`src/sv/plb_pkg.sv`:
```
// Shared types, register codes and an arithmetic helper for the premultiplied layer
// blend core. No dependencies; all files but plb_mask_if and plb_blend_if import it.
package plb_pkg;

  localparam int unsigned CFG_IDX_W  = 3;
  localparam int unsigned CFG_DATA_W = 32;

  // Register indexes on the configuration channel
  typedef enum logic [CFG_IDX_W-1:0] {
    CFG_PALETTE_COLOR    = 3'd0,
    CFG_USE_TEXT_COLOR   = 3'd1,
    CFG_HAVE_FOREGROUND  = 3'd2,
    CFG_TEXT_FG          = 3'd3,
    CFG_DARK_BACKGROUND  = 3'd4
  } cfg_idx_e;

  // Packed BGRA word: blue in the low byte, alpha in the high byte
  typedef struct packed {
    logic [7:0] alpha;
    logic [7:0] red;
    logic [7:0] green;
    logic [7:0] blue;
  } bgra_t;

  localparam bgra_t COLOR_WHITE = 32'hFFFF_FFFF;
  localparam bgra_t COLOR_BLACK = 32'hFF00_0000;

  // Truncating x / 255 for x <= 255*255, without a divider
  function automatic logic [7:0] div255(input logic [15:0] x);
    logic [16:0] s;
    s = {1'b0, x} + 17'd1 + {9'd0, x[15:8]};
    return s[15:8];
  endfunction

endpackage

```
`src/sv/plb_cfg_if.sv`:
```
// Configuration write channel: register index and write data.
// Depends on plb_pkg for the field widths.
interface plb_cfg_if import plb_pkg::*; ();
  logic                  valid;
  logic                  ready;
  logic [CFG_IDX_W-1:0]  index;
  logic [CFG_DATA_W-1:0] data;

  modport source (output valid, output index, output data, input ready);
  modport sink   (input valid, input index, input data, output ready);
endinterface

```
`src/sv/plb_mask_if.sv`:
```
// Input pixel channel: mask coverage and destination BGRA bytes.
// No dependencies.
interface plb_mask_if ();
  logic       valid;
  logic       ready;
  logic [7:0] coverage;
  logic [7:0] dst_blue;
  logic [7:0] dst_green;
  logic [7:0] dst_red;
  logic [7:0] dst_alpha;

  modport source (output valid, output coverage, output dst_blue, output dst_green,
                  output dst_red, output dst_alpha, input ready);
  modport sink   (input valid, input coverage, input dst_blue, input dst_green,
                  input dst_red, input dst_alpha, output ready);
endinterface

```
`src/sv/plb_blend_if.sv`:
```
// Output pixel channel: composited premultiplied BGRA bytes.
// No dependencies.
interface plb_blend_if ();
  logic       valid;
  logic       ready;
  logic [7:0] out_blue;
  logic [7:0] out_green;
  logic [7:0] out_red;
  logic [7:0] out_alpha;

  modport source (output valid, output out_blue, output out_green, output out_red,
                  output out_alpha, input ready);
  modport sink   (input valid, input out_blue, input out_green, input out_red,
                  input out_alpha, output ready);
endinterface

```
`src/sv/plb_cfg.sv`:
```
// Configuration registers and layer color selection.
// Depends on plb_pkg and plb_cfg_if.
module plb_cfg import plb_pkg::*; (
  input  logic       clk,
  input  logic       rst,
  plb_cfg_if.sink    cfg,
  output bgra_t      layer_color
);

  bgra_t palette_color;
  logic  use_text_color;
  logic  have_foreground;
  bgra_t text_fg;
  logic  dark_background;

  // Always take writes; unknown indexes are dropped
  assign cfg.ready = 1'b1;

  // Hold register values, update on a write transaction
  always_ff @(posedge clk) begin
    if (rst) begin
      palette_color    <= '0;
      use_text_color   <= 1'b0;
      have_foreground  <= 1'b0;
      text_fg          <= '0;
      dark_background  <= 1'b0;
    end else if (cfg.valid) begin
      case (cfg_idx_e'(cfg.index))
        CFG_PALETTE_COLOR:    palette_color    <= cfg.data;
        CFG_USE_TEXT_COLOR:   use_text_color   <= cfg.data[0];
        CFG_HAVE_FOREGROUND:  have_foreground  <= cfg.data[0];
        CFG_TEXT_FG:          text_fg          <= cfg.data;
        CFG_DARK_BACKGROUND:  dark_background  <= cfg.data[0];
        default: ;
      endcase
    end
  end

  // Pick the layer color: palette, foreground, or white/black fallback
  always_comb begin
    if (!use_text_color) begin
      layer_color = palette_color;
    end else if (have_foreground) begin
      layer_color = text_fg;
    end else if (dark_background) begin
      layer_color = COLOR_WHITE;
    end else begin
      layer_color = COLOR_BLACK;
    end
  end

endmodule

```
`src/sv/plb_pipe.sv`:
```
// Four-stage blend datapath: coverage product, divide, channel products,
// divide and sum. Depends on plb_pkg, plb_mask_if and plb_blend_if.
module plb_pipe import plb_pkg::*; (
  input  logic        clk,
  input  logic        rst,
  input  bgra_t       layer_color,
  plb_mask_if.sink    mask_px,
  plb_blend_if.source blend_px
);

  logic        adv;

  // Stage 1: alpha * coverage
  logic        valid1;
  logic [15:0] cov_prod1;
  bgra_t       color1;
  bgra_t       dst1;

  // Stage 2: layer alpha fa and its complement
  logic        valid2;
  logic [7:0]  fa2;
  logic [7:0]  inv2;
  bgra_t       color2;
  bgra_t       dst2;

  // Stage 3: color * fa and destination * inv
  logic        valid3;
  logic [7:0]  fa3;
  logic [15:0] fc_blue3, fc_green3, fc_red3;
  logic [15:0] dp_blue3, dp_green3, dp_red3, dp_alpha3;

  // Stage 4: output register
  logic        valid4;
  logic [7:0]  out_blue4, out_green4, out_red4, out_alpha4;

  // Advance the whole pipe unless the output holds an untaken transaction
  assign adv           = !valid4 || blend_px.ready;
  assign mask_px.ready = adv;

  // Advance valid bits
  always_ff @(posedge clk) begin
    if (rst) begin
      valid1 <= 1'b0;
      valid2 <= 1'b0;
      valid3 <= 1'b0;
      valid4 <= 1'b0;
    end else if (adv) begin
      valid1 <= mask_px.valid;
      valid2 <= valid1;
      valid3 <= valid2;
      valid4 <= valid3;
    end
  end

  // Advance payload
  always_ff @(posedge clk) begin
    if (adv) begin
      cov_prod1   <= 16'(layer_color.alpha * mask_px.coverage);
      color1      <= layer_color;
      dst1.blue   <= mask_px.dst_blue;
      dst1.green  <= mask_px.dst_green;
      dst1.red    <= mask_px.dst_red;
      dst1.alpha  <= mask_px.dst_alpha;

      fa2         <= div255(cov_prod1);
      inv2        <= 8'd255 - div255(cov_prod1);
      color2      <= color1;
      dst2        <= dst1;

      fa3         <= fa2;
      fc_blue3    <= 16'(color2.blue  * fa2);
      fc_green3   <= 16'(color2.green * fa2);
      fc_red3     <= 16'(color2.red   * fa2);
      dp_blue3    <= 16'(dst2.blue  * inv2);
      dp_green3   <= 16'(dst2.green * inv2);
      dp_red3     <= 16'(dst2.red   * inv2);
      dp_alpha3   <= 16'(dst2.alpha * inv2);

      out_blue4   <= div255(dp_blue3)  + div255(fc_blue3);
      out_green4  <= div255(dp_green3) + div255(fc_green3);
      out_red4    <= div255(dp_red3)   + div255(fc_red3);
      out_alpha4  <= div255(dp_alpha3) + fa3;
    end
  end

  assign blend_px.valid     = valid4;
  assign blend_px.out_blue  = out_blue4;
  assign blend_px.out_green = out_green4;
  assign blend_px.out_red   = out_red4;
  assign blend_px.out_alpha = out_alpha4;

endmodule

```
`src/sv/premultiplied_layer_blend_core.sv`:
```
// Top level of the premultiplied BGRA layer blend core.
// Depends on plb_pkg, the channel interfaces, plb_cfg and plb_pipe.
//
//   channel   modport  handshake      payload
//   cfg       sink     valid/ready    index, data (register write)
//   mask_px   sink     valid/ready    coverage, dst_blue/green/red/alpha
//   blend_px  source   valid/ready    out_blue/green/red/alpha
//
// One pixel per cycle while blend_px is not stalled; a result passes through the
// four register stages of plb_pipe before it is valid on blend_px.
// Reset (rst, synchronous) clears the configuration registers to 0 and the
// pipe's valid bits, which empties the pipe.
// A stalled output holds the whole pipe; cfg.ready stays high.
module premultiplied_layer_blend_core import plb_pkg::*; (
  input  logic        clk,
  input  logic        rst,
  plb_cfg_if.sink     cfg,
  plb_mask_if.sink    mask_px,
  plb_blend_if.source blend_px
);

  bgra_t layer_color;

  plb_cfg u_cfg (
    .clk         (clk),
    .rst         (rst),
    .cfg         (cfg),
    .layer_color (layer_color)
  );

  plb_pipe u_pipe (
    .clk         (clk),
    .rst         (rst),
    .layer_color (layer_color),
    .mask_px     (mask_px),
    .blend_px    (blend_px)
  );

endmodule

```
`src/flat_wrapper.sv`:
```
// flat-port wrapper written by rule: the top's interface ports become plain ports
module premultiplied_layer_blend_core_flat import plb_pkg::*;
  (clk, rst, cfg_valid, cfg_index, cfg_data, cfg_ready, mask_px_valid, mask_px_coverage, mask_px_dst_blue, mask_px_dst_green, mask_px_dst_red, mask_px_dst_alpha, mask_px_ready, blend_px_valid, blend_px_out_blue, blend_px_out_green, blend_px_out_red, blend_px_out_alpha, blend_px_ready);
  plb_cfg_if cfg_i ();
  plb_mask_if mask_px_i ();
  plb_blend_if blend_px_i ();
  input  logic clk;
  input  logic rst;
  input wire logic [$bits(cfg_i.valid)-1:0] cfg_valid;
  input wire logic [$bits(cfg_i.index)-1:0] cfg_index;
  input wire logic [$bits(cfg_i.data)-1:0] cfg_data;
  output wire logic [$bits(cfg_i.ready)-1:0] cfg_ready;
  input wire logic [$bits(mask_px_i.valid)-1:0] mask_px_valid;
  input wire logic [$bits(mask_px_i.coverage)-1:0] mask_px_coverage;
  input wire logic [$bits(mask_px_i.dst_blue)-1:0] mask_px_dst_blue;
  input wire logic [$bits(mask_px_i.dst_green)-1:0] mask_px_dst_green;
  input wire logic [$bits(mask_px_i.dst_red)-1:0] mask_px_dst_red;
  input wire logic [$bits(mask_px_i.dst_alpha)-1:0] mask_px_dst_alpha;
  output wire logic [$bits(mask_px_i.ready)-1:0] mask_px_ready;
  output wire logic [$bits(blend_px_i.valid)-1:0] blend_px_valid;
  output wire logic [$bits(blend_px_i.out_blue)-1:0] blend_px_out_blue;
  output wire logic [$bits(blend_px_i.out_green)-1:0] blend_px_out_green;
  output wire logic [$bits(blend_px_i.out_red)-1:0] blend_px_out_red;
  output wire logic [$bits(blend_px_i.out_alpha)-1:0] blend_px_out_alpha;
  input wire logic [$bits(blend_px_i.ready)-1:0] blend_px_ready;
  assign cfg_i.valid = cfg_valid;
  assign cfg_i.index = cfg_index;
  assign cfg_i.data = cfg_data;
  assign cfg_ready = cfg_i.ready;
  assign mask_px_i.valid = mask_px_valid;
  assign mask_px_i.coverage = mask_px_coverage;
  assign mask_px_i.dst_blue = mask_px_dst_blue;
  assign mask_px_i.dst_green = mask_px_dst_green;
  assign mask_px_i.dst_red = mask_px_dst_red;
  assign mask_px_i.dst_alpha = mask_px_dst_alpha;
  assign mask_px_ready = mask_px_i.ready;
  assign blend_px_valid = blend_px_i.valid;
  assign blend_px_out_blue = blend_px_i.out_blue;
  assign blend_px_out_green = blend_px_i.out_green;
  assign blend_px_out_red = blend_px_i.out_red;
  assign blend_px_out_alpha = blend_px_i.out_alpha;
  assign blend_px_i.ready = blend_px_ready;
  premultiplied_layer_blend_core u_core (.clk(clk), .rst(rst), .cfg(cfg_i), .mask_px(mask_px_i), .blend_px(blend_px_i));
endmodule
```
`config.mk`:
```
export PLATFORM = sky130hd
export DESIGN_NAME = premultiplied_layer_blend_core_flat
export DESIGN_NICKNAME = d
export VERILOG_FILES = /design/src/sv/plb_pkg.sv /design/src/sv/plb_cfg_if.sv /design/src/sv/plb_mask_if.sv /design/src/sv/plb_blend_if.sv /design/src/sv/plb_cfg.sv /design/src/sv/plb_pipe.sv /design/src/sv/premultiplied_layer_blend_core.sv /design/src/flat_wrapper.sv
export SDC_FILE = /design/constraint.sdc
export NUM_CORES = 2
export LEC_CHECK = 0
export BUFFER_PORTS_ARGS = -buffer_cell sky130_fd_sc_hd__clkbuf_2
export CAP_MARGIN = 20
export CORE_MARGIN = 4
export CORE_UTILIZATION = 65
export DETAILED_ROUTE_END_ITERATION = 7
export HOLD_SLACK_MARGIN = 0.05
export PLACE_DENSITY = 0.95
export SYNTH_ARGS = -nofsm -noshare
export SYNTH_HDL_FRONTEND = slang
export SYNTH_SLANG_ARGS = --single-unit
```
`constraint.sdc`:
```
create_clock -name clk -period 26.6 [get_ports clk]
set_input_delay 3.99 -clock clk [delete_from_list [all_inputs] [get_ports clk]]
set_output_delay 3.99 -clock clk [all_outputs]
set_load 0.02 [all_outputs]
```
Yosys cells after proc, flatten, opt, wreduce, memory -nomap -nowiden

Cells that the tools add are included.

Input port bits: 80
Bits in registers: 367

Eq/ne operators: 4
Add/subtract/negate cells: 21
Muxes and demuxes: 3
Multipliers: 8
Reductions and logical operators: 8

Operators with widths:

| operator                                                              | count |
|---|---|
| 16-bit by 1-bit adder with 16-bit output, second input constant       | 8 |
| 16-bit by 8-bit adder with 16-bit output                              | 8 |
| 8-bit by 8-bit multiplier with 16-bit output                          | 8 |
| 32-bit two-way mux                                                    | 2 |
| 8-bit adder                                                           | 4 |
| 24-bit two-way mux                                                    | 1 |
| 2-bit AND reduction                                                   | 5 |
| 8-bit subtractor, first input constant                                | 1 |
| 3-bit by 2-bit equality test with 1-bit output, second input constant | 2 |
| 3-bit by 1-bit equality test with 1-bit output, second input constant | 1 |
| 3-bit equality test, second input constant                            | 1 |
| 3-bit zero test                                                       | 1 |
| 1-bit zero test                                                       | 1 |
| 1-bit logical OR                                                      | 1 |

Logic depth before layout (Yosys ltp)

Word-level depth: 4
Gate-level depth with buffers: 19
Mapped depth without buffers: 18

Modules after synthesis

A second synthesis with hierarchy kept.

Cell total of the unflattened synthesis: 3029
Area, all modules: 32157.1 um^2

Modules (own cells, without submodules):

| module   | instances | cells each | area each (um^2) | seq. area each (um^2) |
|---|---|---|---|---|
| plb_pipe | 1         | 2672       | 28872.7          | 8968.6 |
| plb_cfg  | 1         | 357        | 3284.4           | 1341.3 |

Least setup slack after synthesis

No wires, ideal clock.

Path kind: input to output
Start point: in blend_px_ready
End point: out mask_px_ready
Required time: 22.610 ns
Path buffers: 1
Path slack: 10.219 ns
Arrival time: 12.391 ns
Stages: 2
Cell sequence: nand2b_1 -> clkbuf_1

Cells in the longest elaborated chain, start to end: 1

RTL lines:

| item             | RTL line           | RTL |
|---|---|---|
| start, declared  | flat_wrapper.sv:25 | `input wire logic [$bits(blend_px_i.ready)-1:0] blend_px_ready;` |
| 1-bit logical OR | plb_pipe.sv:37     | `assign adv = !valid4 \|\| blend_px.ready;` |
| end, declared    | flat_wrapper.sv:19 | `output wire logic [$bits(mask_px_i.ready)-1:0] mask_px_ready;` |

No other way between the ends.

Final worst setup path

Same ends and word-level chain as after synthesis.

==> out/results.tsv <==
stage	metric	value	unit
worst_setup_path	start_kind	primary input	
worst_setup_path	end_kind	output port	
run	cap_violations	0	
floorplan	num_rows	80	
worst_setup_path	crit_type	in2out	
global_route	track_usage	28.6	%
drt	firstDrtPassIters	8	
finish	fin_util	71.7	%
global_route	grt_max_degree	86	
timing	max_freq	110	MHz
status	violations	DRC	
global_route	gr-total-overflow	0	
place	numPortBuffers	113	
clock_network	htreeDepth	2	
logic_synthesis	synth_warnings	0	
logic_synthesis	synth_seq_cells	367	
timing	drv_slew	0	
logic_synthesis	synth.distinct_cells	59	
timing	rsz0062_at_grt	false	
pwr	vdd_ir_drop_max	0.0000866	V
global_route	grt_pass1_wl	123000	um
place	gp_congestion	0.856	
place	place_area	0.0330	mm2
finish	area_growth	8.30	%
timing	max_slew_margin	31.4	%
floorplan	die-area	0.0525	mm2
global_route	grt_pass1_vias	25200	
clock_network	clock-root-buffer	clkbuf_16	
clock_network	clk_pin_slew	70	ps
clock_network	post-cts-setup-buffers	0	
floorplan	die_w	229	um
finish	drive_gt1_share	7.18	%
timing	worst_slew_pin_slew	1030	ps
logic_synthesis	syn_area	0.0318	mm2
clock_network	cts_buffers	41	
finish	final_cell_mix	448 x inv_1, 372 x ha_1, 338 x and2_1	
logic_synthesis	syn_area_per_cell	10.3	um2
timing	finalClockSkew	16.0	ps
logic_synthesis	synthFlopType	edfxtp_1	
logic_synthesis	postSynthCellCount	3097	
pwr	power.total	3400	uW
floorplan	core_area	0.0480	mm2
drt	drt-wirelength-per-cell	20.0	um
clock_network	cts_hold_buf	0	
floorplan	die-height	229	um
floorplan	initial_core_util	66.2	%
drt	drt_iter0_drc	2123	
logic_synthesis	synth_fp_nets	3841	
worst_setup_path	cp_max_fo	64	
clock_network	tritoncts	built	
finish	fin_area	0.0344	mm2
drt	drtAntennaViolNets	0	
drt	routed_wl	76800	um
timing	period_share	34.1	%
clock_network	clock_sinks	367	
global_route	antenna_found_initial	0	
drt	drt-vias-per-instance	6.08	
pwr	p_per_area	98.6	mW/mm2
logic_synthesis	synth.top_cell.area_share	28.0	%
logic_synthesis	synthTopCellsByArea	edfxtp_1 28%, fa_1 18%, ha_1 15%, and2_1 6.6%, inv_1 5.3%	
worst_setup_path	crit_required	22610	ps
drt	via_count	23400	
logic_synthesis	async_flop_share	0	%
logic_synthesis	synth_top_cell_by_area	edfxtp_1	
pwr	p_leak	0.0164	uW
place	dpl.hpwl	51600	um
timing	final.setup.tns	0	ps
clock_network	cts_buffer_depth	3	
timing	period_minus_slack	9070	ps
finish	nets	3942	
logic_synthesis	seq_area_frac_synth	32.4	%
clock_network	cts_resized	0	
status	status	finished with violations	
floorplan	ios	115	
worst_hold_path	hold_path_class	reg2reg	
timing	finalHoldViolations	0	
worst_setup_path	worst_ep_arrival_time	5080	ps
finish	final_common_cell	inv_1	
timing	setup_viol_count_final	0	
clock_network	clock_latency	600	ps
drt	drc	2	
logic_synthesis	synth_edf_count	296	
-- metrics by stage --
| stage | hold WS (ps) | setup WS, ps | std cells |
|---|---|---|---|
| 2_1_floorplan | 400 | 10220 | 3097 |
| 3_3_place_gp | 401 | 17520 | 3766 |
| 3_5_place_dp | 405 | 17500 | 3766 |
| 4_1_cts | 409 | 17500 | 3842 |
| 5_1_grt | 413 | 17440 | 3846 |
| 6_report | 405 | 17530 | 3847 |
-- kinds of logic after synthesis --
| group | synth area share (%) |
|---|---|
| AO/OA/AOI/OAI | 7.68 |
| XOR/XNOR | 4.68 |
| adder cells (fa/ha/maj) | 33.0 |
| buffers and inverters | 6.23 |
| flip-flops | 32.4 |
| multiplexers | 0.189 |
| other | 0.0118 |
| AND/OR/NAND/NOR | 15.8 |
-- state kept, by name, summed over array words and instances, names as in the netlist, 16 cells and up --
name                        flops
u_core.u_cfg.palette_color     32
u_core.u_cfg.text_fg           32
u_core.u_pipe.color1           24
u_core.u_pipe.color2           24
u_core.u_pipe.cov_prod1        16
u_core.u_pipe.dp_alpha3        16
u_core.u_pipe.dp_blue3         16
u_core.u_pipe.dp_green3        16
u_core.u_pipe.dp_red3          16
u_core.u_pipe.dst1             32
u_core.u_pipe.dst2             32
u_core.u_pipe.fc_blue3         16
u_core.u_pipe.fc_green3        16
u_core.u_pipe.fc_red3          16
-- critical path, stage by stage --
cell and delay (ps):
clkbuf_2 80, nand2b_4 700, clkbuf_2 300
-- Yosys cell counts, types with 41 or more instances --
library cell / number
inv_1: 448
clkbuf_1: 74
edfxtp_1: 296
dfxtp_1: 71
nand2_1: 308
nand3_1: 41
xnor2_1: 132
a21oi_1: 205
nor2b_1: 76
fa_1: 292
ha_1: 372
nor2_1: 118
and2_1: 338
-- routing by layer --
metal  wire length, um  part of all wire, %  global-route usage, %
met1             27300                   36                   33.7
met2             38200                   50                   49.6
met3              6590                  8.6                   5.59
met4              4650                  6.1                   15.3
met5                 0                    0                      0
-- path summary, 6_finish.rpt --
check	slack, ps	cells past startpoint	from	to
setup reg to reg	21130	17	u_core.u_cfg.use_text_color	u_core.u_pipe.cov_prod1[15]
hold reg to reg	400	0	u_core.u_pipe.dst1[27]	u_core.u_pipe.dst2[27]
setup / recovery	17530	3	blend_px_ready	mask_px_ready
hold / removal	400	0	u_core.u_pipe.dst1[27]	u_core.u_pipe.dst2[27]
-- layout make-up --
cell class	count	area, um2
multi-input cells	2205	19500
fillers	2813	13600
flip-flops and latches	367	10300
inverters	448	1680
clock buffers	45	1040
repair buffers	135	811
well taps	615	769
clock inverters	31	308
diodes	1	2.50
-- power by group --
| part | switching (uW) | internal (uW) | total, uW |
|---|---|---|---|
| clock | 261 | 320 | 582 |
| sequential | 98.0 | 831 | 928 |
| combinational | 1090 | 796 | 1890 |
| total | 1450 | 1950 | 3400 |
No activity file was read; power rests on OpenSTA's default activity.
